**src/rtl/dsmh_pkg.sv**
```systemverilog
// ----------------------------------------------------------------------------
// dsmh_pkg
// Shared types and constants of the disk stack height block.
// ----------------------------------------------------------------------------
`default_nettype none

package dsmh_pkg;

  localparam int OUT_DIM_W = 16;
  localparam int STACK_W   = 22;

  // controller states
  typedef enum logic [4:0] {
    ST_LOAD, ST_S_START, ST_S_RD, ST_S_KEY, ST_S_CRD, ST_S_CMP, ST_S_PLACE,
    ST_L_START, ST_L_RD, ST_L_KEY, ST_L_JRD, ST_L_JCMP, ST_L_WR,
    ST_T_START, ST_T_RD, ST_T_DAT, ST_E_CH, ST_E_DIM, ST_E_OUT, ST_DONE
  } state_t;

  // datapath commands
  typedef enum logic [4:0] {
    OP_LOAD, OP_S_START, OP_S_RD, OP_S_KEY, OP_S_CRD, OP_S_CMP, OP_S_PLACE,
    OP_L_START, OP_L_RD, OP_L_KEY, OP_L_JRD, OP_L_JCMP, OP_L_WR,
    OP_T_START, OP_T_RD, OP_T_DAT, OP_E_CH, OP_E_DIM, OP_E_OUT, OP_DONE
  } op_t;

  typedef struct packed {
    logic in_last;
    logic i_done;
    logic k_zero;
    logic greater;
    logic j_done;
    logic tr_stop;
    logic len_zero;
    logic out_free;
  } status_t;

endpackage

`default_nettype wire

```
**src/rtl/dsmh_ctrl.sv**
```systemverilog
// ----------------------------------------------------------------------------
// dsmh_ctrl
// Sequencer for load, sort, weighted chain search, traceback and emission.
// ----------------------------------------------------------------------------
`default_nettype none

module dsmh_ctrl (
  input  logic              clk,
  input  logic              rst,
  input  dsmh_pkg::status_t status,
  output dsmh_pkg::op_t     op
);

  dsmh_pkg::state_t state, state_next;

  always_ff @(posedge clk) begin
    if (rst) begin
      state <= dsmh_pkg::ST_LOAD;
    end else begin
      state <= state_next;
    end
  end

  always_comb begin
    state_next = state;
    case (state)
      dsmh_pkg::ST_LOAD:    if (status.in_last) state_next = dsmh_pkg::ST_S_START;
      dsmh_pkg::ST_S_START: state_next = dsmh_pkg::ST_S_RD;
      dsmh_pkg::ST_S_RD: begin
        state_next = status.i_done ? dsmh_pkg::ST_L_START : dsmh_pkg::ST_S_KEY;
      end
      dsmh_pkg::ST_S_KEY:   state_next = dsmh_pkg::ST_S_CRD;
      dsmh_pkg::ST_S_CRD: begin
        state_next = status.k_zero ? dsmh_pkg::ST_S_PLACE : dsmh_pkg::ST_S_CMP;
      end
      dsmh_pkg::ST_S_CMP: begin
        state_next = status.greater ? dsmh_pkg::ST_S_CRD : dsmh_pkg::ST_S_PLACE;
      end
      dsmh_pkg::ST_S_PLACE: state_next = dsmh_pkg::ST_S_RD;
      dsmh_pkg::ST_L_START: state_next = dsmh_pkg::ST_L_RD;
      dsmh_pkg::ST_L_RD: begin
        state_next = status.i_done ? dsmh_pkg::ST_T_START : dsmh_pkg::ST_L_KEY;
      end
      dsmh_pkg::ST_L_KEY:   state_next = dsmh_pkg::ST_L_JRD;
      dsmh_pkg::ST_L_JRD: begin
        state_next = status.j_done ? dsmh_pkg::ST_L_WR : dsmh_pkg::ST_L_JCMP;
      end
      dsmh_pkg::ST_L_JCMP:  state_next = dsmh_pkg::ST_L_JRD;
      dsmh_pkg::ST_L_WR:    state_next = dsmh_pkg::ST_L_RD;
      dsmh_pkg::ST_T_START: state_next = dsmh_pkg::ST_T_RD;
      dsmh_pkg::ST_T_RD:    state_next = dsmh_pkg::ST_T_DAT;
      dsmh_pkg::ST_T_DAT: begin
        state_next = status.tr_stop ? dsmh_pkg::ST_E_CH : dsmh_pkg::ST_T_RD;
      end
      dsmh_pkg::ST_E_CH: begin
        state_next = status.len_zero ? dsmh_pkg::ST_DONE : dsmh_pkg::ST_E_DIM;
      end
      dsmh_pkg::ST_E_DIM:   state_next = dsmh_pkg::ST_E_OUT;
      dsmh_pkg::ST_E_OUT:   if (status.out_free) state_next = dsmh_pkg::ST_E_CH;
      dsmh_pkg::ST_DONE:    state_next = dsmh_pkg::ST_LOAD;
      default:              state_next = dsmh_pkg::ST_LOAD;
    endcase
  end

  always_comb begin
    case (state)
      dsmh_pkg::ST_LOAD:    op = dsmh_pkg::OP_LOAD;
      dsmh_pkg::ST_S_START: op = dsmh_pkg::OP_S_START;
      dsmh_pkg::ST_S_RD:    op = dsmh_pkg::OP_S_RD;
      dsmh_pkg::ST_S_KEY:   op = dsmh_pkg::OP_S_KEY;
      dsmh_pkg::ST_S_CRD:   op = dsmh_pkg::OP_S_CRD;
      dsmh_pkg::ST_S_CMP:   op = dsmh_pkg::OP_S_CMP;
      dsmh_pkg::ST_S_PLACE: op = dsmh_pkg::OP_S_PLACE;
      dsmh_pkg::ST_L_START: op = dsmh_pkg::OP_L_START;
      dsmh_pkg::ST_L_RD:    op = dsmh_pkg::OP_L_RD;
      dsmh_pkg::ST_L_KEY:   op = dsmh_pkg::OP_L_KEY;
      dsmh_pkg::ST_L_JRD:   op = dsmh_pkg::OP_L_JRD;
      dsmh_pkg::ST_L_JCMP:  op = dsmh_pkg::OP_L_JCMP;
      dsmh_pkg::ST_L_WR:    op = dsmh_pkg::OP_L_WR;
      dsmh_pkg::ST_T_START: op = dsmh_pkg::OP_T_START;
      dsmh_pkg::ST_T_RD:    op = dsmh_pkg::OP_T_RD;
      dsmh_pkg::ST_T_DAT:   op = dsmh_pkg::OP_T_DAT;
      dsmh_pkg::ST_E_CH:    op = dsmh_pkg::OP_E_CH;
      dsmh_pkg::ST_E_DIM:   op = dsmh_pkg::OP_E_DIM;
      dsmh_pkg::ST_E_OUT:   op = dsmh_pkg::OP_E_OUT;
      dsmh_pkg::ST_DONE:    op = dsmh_pkg::OP_DONE;
      default:              op = dsmh_pkg::OP_LOAD;
    endcase
  end

endmodule

`default_nettype wire

```
**config.mk**
```make
export PLATFORM = sky130hd
export DESIGN_NAME = dsmh_ctrl
export DESIGN_NICKNAME = d
export VERILOG_FILES = /design/src/rtl/dsmh_pkg.sv /design/src/rtl/dsmh_ctrl.sv
export SDC_FILE = /design/constraint.sdc
export NUM_CORES = 1
export LEC_CHECK = 0
export ABC_AREA = 1
export BUFFER_PORTS_ARGS = -buffer_cell sky130_fd_sc_hd__clkbuf_2
export CAP_MARGIN = 20
export CELL_PAD_IN_SITES_DETAIL_PLACEMENT = 0
export CELL_PAD_IN_SITES_GLOBAL_PLACEMENT = 1
export CORE_MARGIN = 3
export CORE_UTILIZATION = 33
export CTS_CLUSTER_SIZE = 12
export DETAILED_ROUTE_END_ITERATION = 12
export MAX_ROUTING_LAYER = met4
export PLACE_DENSITY_LB_ADDON = 0.1
export SKIP_LAST_GASP = 1
export SLEW_MARGIN = 20
export SYNTH_ARGS = -nofsm -noshare
export SYNTH_HDL_FRONTEND = slang
export SYNTH_SLANG_ARGS = --single-unit
```
**constraint.sdc**
```tcl
create_clock -name clk -period 1.7 [get_ports clk]
set_clock_uncertainty 0.2 [all_clocks]
set_input_delay 0.34 -clock clk [delete_from_list [all_inputs] [get_ports clk]]
set_output_delay 0.34 -clock clk [all_outputs]
set_load 0.02 [all_outputs]
```
==> results of run 1 <==
==> per-layer routing <==
metal / vias to the layer above / wire (µm) / GRT usage (%)
met2: 15 / 701 / 22.40
met1: 278 / 712 / 17.31
met5: - / 0 / -
met3: 5 / 81 / 3.670
met4: 0 / 31 / 7.109
li1: 356 / - / -
==> logic make-up after synthesis <==
family                 count (synthesis)  synth area share, %
and+or+nand+nor                       67                49.79
buffers and inverters                 18                11.27
DFF                                   10                32.79
AOI/OAI and AO/OA                      7                6.147
==> registers in the layout, summed over array words and instances, names as in the netlist <==
| register | flops |
|---|---|
| op | 5 |
| state | 5 |
==> path summary, 6_finish.rpt <==
path / startpoint / endpoint / slack, ps / cells after the start
worst max-delay path: state[2]$_SDFFE_PP0N_ / state[0]$_SDFFE_PP0N_ / 170 / 7
worst min-delay path: rst / state[4]$_SDFFE_PP0N_ / 120 / 2
worst max register to register: state[2]$_SDFFE_PP0N_ / state[0]$_SDFFE_PP0N_ / 170 / 7
worst min register to register: state[4]$_SDFFE_PP0N_ / state[4]$_SDFFE_PP0N_ / 410 / 2
==> metrics by stage <==
| stage | power [W] | hold slack [ps] | utilization, % | cell area (µm²) | std cells |
|---|---|---|---|---|---|
| floorplan | 0.0006614 | 209.1 | - | 610.6 | 102 |
| global route | 0.001076 | 117.6 | 45.62 | 743.2 | 143 |
| finish | 0.0009970 | 121.1 | 45.62 | 743.2 | 143 |
| global placement | 0.0007877 | 404.8 | 43.32 | 705.7 | 139 |
| CTS | 0.001008 | 119.5 | 45.55 | 742.0 | 143 |
| detailed placement | 0.0007819 | 414.1 | 43.32 | 705.7 | 139 |
==> Yosys cell counts <==
cell type,number,share of area [%]
a21oi_1,2,1.6
a31oi_1,2,2.0
buf_2,1,0.82
dfxtp_1,10,33
inv_1,15,9.2
inv_2,2,1.2
nand2_1,31,19
nand3_1,11,9.0
nand4_1,4,4.1
nor2_1,13,8.0
nor2_2,3,3.1
nor2_4,2,3.7
nor3_1,1,0.82
nor4_1,1,1.0
o21ai_0,3,2.5
or2_0,1,1.0
==> timing repair <==
item / in CTS / in global routing
gates resized for setup: 0 / 1
endpoints found under the setup margin: 0 / 2
hold buffers: 0 / 0
==> power by group through the flow <==
stage | clock network (W) | registers, W | logic, W
after global routing | 0.000235 | 0.000342 | 0.000499
after floorplan | 0 | 0.000371 | 0.000290
final | 0.000218 | 0.000337 | 0.000442
after detailed placement | 0 | 0.000342 | 0.000440
after global placement | 0 | 0.000342 | 0.000445
after CTS | 0.000228 | 0.000337 | 0.000443
==> worst register-to-register path: stages, from the launching register on <==
cell and delay [ps]:
dfxtp_1 410, inv_2 100, nor2_4 150, nand3_1 110, or2_0 240, nand3_1 90
nand2_1 80, nor2_1 100
==> area by class of cell <==
class	count	area share, %
Inverter	17	8.586
Timing Repair Buffer	14	9.428
Multi-Input combinational cell	74	45.96
Sequential cell	10	27.10
Clock buffer	4	4.882
Tap cell	24	4.040
==> metrics.yaml, run 1 <==
outcome:
  outcome: "complete, no violations"
timing:
  rsz0062_at_grt: "no"
  period_needed_ps: 1531
  tns_ps: 0
  layout_setup_ws_ps: 168.6
  worst_pin_slew_ps: 324.3
  setup_viol: 0
  hold_viol_final: 0
  finalCritPeriodShare_pct: 90.08
  timing.fmax_mhz: 653.0
  slew_headroom_pct: 78.35
  slew_violations: 0
floorplanning:
  die_w_um: 49.02
  coreArea_um2: 1629
  die_h_um: 49.02
  num_rows: 14
  io_pins: 15
  start_util_pct: 37.48
  design.die.area_um2: 2402
job:
  drv_cap: 0
clock_network:
  numCtsBuffers: 3
  cts_sinks: 10
  clockRootBuffer: "clkbuf_4"
  clock_latency_ps: 270
  cts_max_level: 1
  postCtsSetupBuffers: 0
  ctsLongestPathBuffers: 2
  cts_tree: "yes"
  clk_pin_slew_ps: 70
routing:
  drc_errors: 0
  first_pass_iters: 4
  drtIter0Drc: 13
  viasPerCell: 4.573
  drtAntennaViolNets: 0
  vias: 654
  drt_wl_total_mm: 1.526
  wl_per_cell_um: 10.67
setup_path:
  cpMostUsedCell: "nand3_1"
  crit_fanout: 6
  required_ps: 1710
  cp_top_family: "simple AND/OR/NAND/NOR gates"
  cp_slowest_cell: "dfxtp_1"
  critical_path_class: "register to register"
  arrival_ps: 1540
  crit_chain: "inv_2, nor2_4, nand3_1, or2_0, nand3_1, nand2_1, nor2_1"
  endpoint_kind: "register"
  crit_buf_inv: 1
  crit_path_start_kind: "register"
  slowest_delay_ps: 410
placed_design:
  io_buffers: 14
  post-dp-hpwl_mm: 1.223
  gp_congestion: 0.8783
  pre_cts_slack_ps: 114.9
power_and_ir_drop:
  p_leak_nw: 0.4186
  pwr-share-seq_pct: 33.8
  swShare_pct: 43.19
  ir_drop_mv: 0.7337
  power_frac_comb_pct: 44.3
  clockPowerShare_pct: 21.9
  p_per_area_nw_per_um2: 1341
  power.switching_w: 0.0004306
  p_int_w: 0.0005664
global_routing:
  grt_overflow: 0
  grt_pass1_wl_mm: 2.587
  grt_max_degree: 10
  first_global_vias: 592
  antenna_found_initial: 0
  track_usage_pct: 14.45
hold_path:
  hp-class: "primary input to register"
finish:
  layout.nets: 130
  layout_commonest_cell: "nand2_1"
  regArea_um2: 201.4
  fill_cells: 193
  layout_common_cells: "nand2_1, inv_1, clkbuf_2"
  diodes: 0
  syn2layout_area_growth_pct: 21.72
  drive_gt1_share_pct: 21.85
  multiInputGateArea_um2: 341.6
synth:
  synth_cells: 102
  ys_types: 16
  ys_seq_elements: 10
  synth_nets: 112
  yosysWarnings: 0
  syn_avg_cell_area_um2: 5.986
  ys_seq_area_share_pct: 32.79
  syn-cell-area_um2: 610.6
No activity file was read; power rests on OpenSTA's default activity.
==> run 2, diff against run 1 <==
Settings changed: PLACE_DENSITY_LB_ADDON 0.1 to 0.05.
==> run 2 against run 1 <==
Sequential share of layout area increased by 0.51 points. Total power decreased by 7.0%. Register-to-register slack about the same. Worst setup slack improved by 6.7 ps. Routed wire length decreased by 3.0%. Critical path depth increased by 1. First-iteration DRC count increased by 100%. Non-clock buffer count unchanged. Final cell count decreased by 0.70%. Combinational power about the same. Critical path type unchanged. Clock-buffer cell count decreased by 1.
==> metrics.yaml, run 2 (synthesized netlist as in run 1, its figures left out) <==
placed_design:
  io_buffers: 14  # unchanged
  placed_cells: 139  # unchanged
  post-dp-hpwl_mm: 1.242  # was 1.223 mm
  gp_congestion: 0.9017  # was 0.8783
hold_path:
  hold_path_end: "state[4]$_SDFFE_PP0N_"  # unchanged
  hp-class: "primary input to register"  # unchanged
  hp-start: "rst"  # unchanged
  holdPathStages: 2  # unchanged
finish:
  syn2layout_area_growth_pct: 19.47  # was 21.72%
  instances_no_fill: 142  # was 143
  fill_cells: 195  # was 193
  drive_gt1_share_pct: 21.19  # was 21.85%
  layout.nets: 130  # unchanged
  multiInputGateArea_um2: 341.6  # unchanged
  layout_common_cells: "nand2_1, inv_1, clkbuf_2"  # unchanged
  layout_commonest_cell: "nand2_1"  # unchanged
  diodes: 0  # unchanged
  regArea_um2: 201.4  # unchanged
floorplanning:
  start_util_pct: 37.48  # unchanged
  design.die.area_um2: 2402  # unchanged
  coreArea_um2: 1629  # unchanged
  die_h_um: 49.02  # unchanged
  num_rows: 14  # unchanged
  die_w_um: 49.02  # unchanged
  io_pins: 15  # unchanged
clock_network:
  cts_max_level: 1  # unchanged
  hold_buffers: 0  # unchanged
  ctsResizeCount: 0  # unchanged
  cts_tree: "yes"  # unchanged
  cts_sinks: 10  # unchanged
  clk_pin_slew_ps: 60  # was 70 ps
  clock_latency_ps: 260  # was 270 ps
  clockRootBuffer: "clkbuf_4"  # unchanged
  ctsLongestPathBuffers: 2  # unchanged
  postCtsSetupBuffers: 0  # unchanged
  numCtsBuffers: 3  # unchanged
global_routing:
  grt_overflow: 0  # unchanged
  first_global_vias: 579  # was 592
  antenna_found_initial: 0  # unchanged
  track_usage_pct: 13.78  # was 14.45%
  grt_pass1_wl_mm: 2.497  # was 2.587 mm
  grt_max_degree: 10  # unchanged
timing:
  slew_headroom_pct: 79.13  # was 78.35%
  setup_viol: 0  # unchanged
  worst_pin_slew_ps: 312.7  # was 324.3 ps
  whs_ps: 135.7  # was 121.1 ps
  tns_ps: 0  # unchanged
  finalCritPeriodShare_pct: 89.69  # was 90.08%
  slew_violations: 0  # unchanged
  period_needed_ps: 1525  # was 1531 ps
  timing.fmax_mhz: 655.9  # was 653.0 MHz
  hold_viol_final: 0  # unchanged
  rsz0062_at_grt: "no"  # unchanged
power_and_ir_drop:
  p_leak_nw: 0.4114  # was 0.4186 nW
  p_per_area_nw_per_um2: 1272  # was 1341 nW/µm²
  ir_drop_mv: 0.7268  # was 0.7337 mV
setup_path:
  crit_path_start_kind: "register"  # unchanged
  crit_fanout: 5  # was 6
  r2r-start: "state[1]$_SDFFE_PP0N_"  # was state[2]$_SDFFE_PP0N_
  worstSetupStartpoint: "state[1]$_SDFFE_PP0N_"  # was state[2]$_SDFFE_PP0N_
  critical_path_class: "register to register"  # unchanged
  endpoint_kind: "register"  # unchanged
  worst_r2r_path_depth: 8  # was 7
  r2r_end: "op[1]$_DFF_P_"  # was state[0]$_SDFFE_PP0N_
  reg2reg_slack_ps: 180  # was 170 ps
  arrival_ps: 1530  # was 1540 ps
  required_ps: 1700  # was 1710 ps
routing:
  drtAntennaViolNets: 0  # unchanged
  viasPerCell: 4.627  # was 4.573
  drtIter0Drc: 26  # was 13
  vias: 657  # was 654
  wl_per_cell_um: 10.42  # was 10.67 µm
  drt_wl_total_mm: 1.480  # was 1.526 mm
  first_pass_iters: 4  # unchanged
  drc_errors: 0  # unchanged
outcome:
  outcome: "complete, no violations"  # unchanged
job:
  drv_cap: 0  # unchanged
-- run 2: changes by cell type in the layout (fill, tap and decap cells not counted) --
cell | previous run | this run
clkbuf_8 | 1 | 0
-- run 2: final cells by class --
| type | instances | area share (%) |
|---|---|---|
| Multi-Input combinational cell | 74 | 46.83 |
| Sequential cell | 10 | 27.62 |
| Timing Repair Buffer | 14 | 9.605 |
| Inverter | 17 | 8.748 |
| Tap cell | 24 | 4.117 |
| Clock buffer | 3 | 3.087 |
-- run 2: power breakdown --
part           total, W  leakage, nW  internal, W  switching, W
combinational  0.000439        0.315     0.000145      0.000294
clock          0.000152       0.0138    0.0000812     0.0000703
sequential     0.000337       0.0822     0.000291     0.0000459
-- run 2: how the worst max path moves through the flow --
stage | end | slack [ps]
3_3_place_gp | op[1]$_DFF_P_ | 60
3_5_place_dp | op[1]$_DFF_P_ | 70
6_report | op[1]$_DFF_P_ | 180
2_1_floorplan | op[1]$_DFF_P_ | 350
5_1_grt | op[1]$_DFF_P_ | 30
4_1_cts | op[1]$_DFF_P_ | 60
-- run 2: layer usage --
metal  global-route usage (%)  share of wire (%)  up-vias
met1                    17.83                 48      287
met4                    2.844               0.34        0
li1                         -                  -      353
met2                    19.91                 45       15
met5                        -                  0        -
met3                    5.810                6.0        2
-- run 2: worst max-delay path, cell delays in order, from the launching register on --
cell	delay, ps
dfxtp_1	410
nand2_1	140
nor2_2	160
nand3_1	190
nand3_1	120
nor2_1	50
nand3_1	60
nand2_1	70
inv_1	50
-- run 2: stage by stage --
stage	total power, W	util [%]	instance area (µm²)	setup slack [ps]
finish	0.0009276	44.78	729.5	175.3
detailed placement	0.0007820	43.32	705.7	68.41
global route	0.001013	44.78	729.5	26.89
global placement	0.0007903	43.32	705.7	55.25
floorplan	0.0006614	-	610.6	352.1
CTS	0.0009351	44.70	728.2	62.72
==> run 3, diff against run 2 <==
Clock period 1.7 ns to 1.58 ns, I/O delays scaled along.
==> run 3 against run 2 <==
Critical path depth down 1. Routed wire length down 0.34%. Clock power up 6%. Die area unchanged. Highest routed layer unchanged. Clock-buffer cell count unchanged.
==> metrics.yaml, run 3 (synthesized netlist as in run 1, its figures left out) <==
timing:
  whs_ps: 110.8  # was 135.7 ps
  slew_headroom_pct: 82.95  # was 79.13%
  worst_pin_slew_ps: 253.3  # was 312.7 ps
  hold_viol_final: 0  # unchanged
  rsz0062_at_grt: "no"  # unchanged
  period_needed_ps: 1451  # was 1525 ps
  slew_violations: 0  # unchanged
  setup_viol: 0  # unchanged
  timing.fmax_mhz: 689.1  # was 655.9 MHz
  tns_ps: 0  # unchanged
  finalCritPeriodShare_pct: 91.84  # was 89.69%
setup_path:
  cp_slowest_cell: "dfxtp_1"  # unchanged
  arrival_ps: 1440  # was 1530 ps
  crit_chain: "inv_2, nor2_4, nand3_1, or2_0, nand3_1, nand2_1, nor2_1"  # was nand2_1, nor2_2, nand3_1, nand3_1, nor2_1, nand3_1, nand2_1, inv_1
  endpoint_kind: "register"  # unchanged
  cpMostUsedCell: "nand3_1"  # unchanged
  reg2reg_slack_ps: 130  # was 180 ps
  crit_buf_inv: 1  # unchanged
  slowest_delay_ps: 410  # about the same
  cp_top_family: "simple AND/OR/NAND/NOR gates"  # unchanged
  worst_r2r_path_depth: 7  # was 8
  crit_fanout: 6  # was 5
  r2r_end: "state[0]$_SDFFE_PP0N_"  # was op[1]$_DFF_P_
  required_ps: 1570  # was 1700 ps
  critical_path_class: "register to register"  # unchanged
  crit_path_start_kind: "register"  # unchanged
  r2r-start: "state[2]$_SDFFE_PP0N_"  # was state[1]$_SDFFE_PP0N_
floorplanning:
  coreArea_um2: 1629  # unchanged
  start_util_pct: 37.48  # unchanged
  die_h_um: 49.02  # unchanged
  design.die.area_um2: 2402  # unchanged
  io_pins: 15  # unchanged
  die_w_um: 49.02  # unchanged
  num_rows: 14  # unchanged
routing:
  viasPerCell: 4.690  # was 4.627
  drtIter0Drc: 21  # was 26
  drtAntennaViolNets: 0  # unchanged
  drt_wl_total_mm: 1.475  # was 1.480 mm
  vias: 666  # was 657
  first_pass_iters: 4  # unchanged
  wl_per_cell_um: 10.39  # was 10.42 µm
  drc_errors: 0  # unchanged
power_and_ir_drop:
  power.switching_w: 0.0004479  # was 0.0004100 W
  p_int_w: 0.0005675  # was 0.0005176 W
  power.total_w: 0.001015  # was 0.0009276 W
  swShare_pct: 44.11  # was 44.20%
  power_frac_comb_pct: 47.2  # was 47.3%
  p_leak_nw: 0.4152  # was 0.4114 nW
  ir_drop_mv: 0.7769  # was 0.7268 mV
  pwr-share-seq_pct: 37.0  # was 36.3%
  clockPowerShare_pct: 15.9  # was 16.3%
  p_per_area_nw_per_um2: 1357  # was 1272 nW/µm²
hold_path:
  hp-class: "primary input to register"  # unchanged
  hp-start: "rst"  # unchanged
  holdPathStages: 2  # unchanged
  hold_path_end: "state[4]$_SDFFE_PP0N_"  # unchanged
finish:
  fill_cells: 195  # unchanged
  finalInstanceArea_um2: 748.2  # was 729.5 µm²
  multiInputGateArea_um2: 354.1  # was 341.6 µm²
  layout.nets: 130  # unchanged
  regArea_um2: 207.7  # was 201.4 µm²
  layout_commonest_cell: "nand2_1"  # unchanged
  diodes: 0  # unchanged
  instances_no_fill: 142  # unchanged
  drive_gt1_share_pct: 25.42  # was 21.19%
  syn2layout_area_growth_pct: 22.54  # was 19.47%
  layout_common_cells: "nand2_1, inv_1, clkbuf_2"  # unchanged
outcome:
  outcome: "complete, no violations"  # unchanged
placed_design:
  io_buffers: 14  # unchanged
  post-dp-hpwl_mm: 1.242  # unchanged
  gp_congestion: 0.9016  # was 0.9017
  placed_cells: 139  # unchanged
  placed_cell_area_um2: 705.7  # unchanged
clock_network:
  cts_tree: "yes"  # unchanged
  numCtsBuffers: 3  # unchanged
  ctsLongestPathBuffers: 2  # unchanged
  clockRootBuffer: "clkbuf_4"  # unchanged
  clk_pin_slew_ps: 60  # about the same
  clock_latency_ps: 250  # was 260 ps
  cts_sinks: 10  # unchanged
  cts_max_level: 1  # unchanged
global_routing:
  track_usage_pct: 13.78  # unchanged
  grt_pass1_wl_mm: 2.497  # unchanged
  antenna_found_initial: 0  # unchanged
  first_global_vias: 579  # unchanged
  grt_max_degree: 10  # unchanged
  grt_overflow: 0  # unchanged
job:
  drv_cap: 0  # unchanged
-- run 3: worst reg2reg max path, cell delays in order, from the launching register on --
cell and delay, ps:
dfxtp_1 410, inv_2 90, nor2_4 140, nand3_1 100, or2_0 220, nand3_1 80
nand2_1 60, nor2_1 80
-- run 3: layout make-up --
class | instances | share of cell area, %
multi-input combinational | 74 | 47.32
inverter | 17 | 8.528
clock buffer | 3 | 3.010
timing repair buffer | 14 | 9.365
sequential | 10 | 27.76
tap | 24 | 4.013
-- run 3: metrics by stage --
| stage | util, % | setup slack, ps |
|---|---|---|
| CTS | 44.78 | 49.62 |
| global route | 45.93 | 2.077 |
| global placement | 43.32 | -64.76 |
| detailed placement | 43.32 | -51.59 |
| finish | 45.93 | 128.9 |
| floorplan | - | 232.1 |
-- run 3: per-layer routing --
metal	routed length (µm)	vias to the layer above	share of wire [%]	GRT usage, %
met5	0	-	0	-
met4	5	0	0.34	2.844
met3	91	2	6.2	5.810
met2	678	20	46	19.91
met1	699	290	47	17.83
li1	-	354	-	-
-- run 3: how the worst max path moves through the flow --
stage	from	endpoint	slack, ps	cells past startpoint
final	state[2]$_SDFFE_PP0N_	state[0]$_SDFFE_PP0N_	130	7
after global routing	state[0]$_SDFFE_PP0N_	state[1]$_SDFFE_PP0N_	2	10
after CTS	state[1]$_SDFFE_PP0N_	op[1]$_DFF_P_	50	8
after detailed placement	state[4]$_SDFFE_PP0N_	op[1]$_DFF_P_	-50	9
after global placement	state[4]$_SDFFE_PP0N_	op[1]$_DFF_P_	-60	9
after floorplan	state[4]$_SDFFE_PP0N_	op[1]$_DFF_P_	230	10
-- run 3: power by group through the flow --
stage	Combinational, W	Sequential [W]	Clock (W)
after detailed placement	0.000474	0.000367	0
after global routing	0.000540	0.000385	0.000186
after CTS	0.000475	0.000363	0.000168
final	0.000479	0.000375	0.000161
after floorplan	0.000312	0.000399	0
after global placement	0.000480	0.000370	0
-- run 3: repair_timing --
item                       CTS  global route
setup endpoints to repair    2             4
gates cloned                 0             0
gates resized for setup      1             7
hold buffers                 0             0
setup buffers                0             0
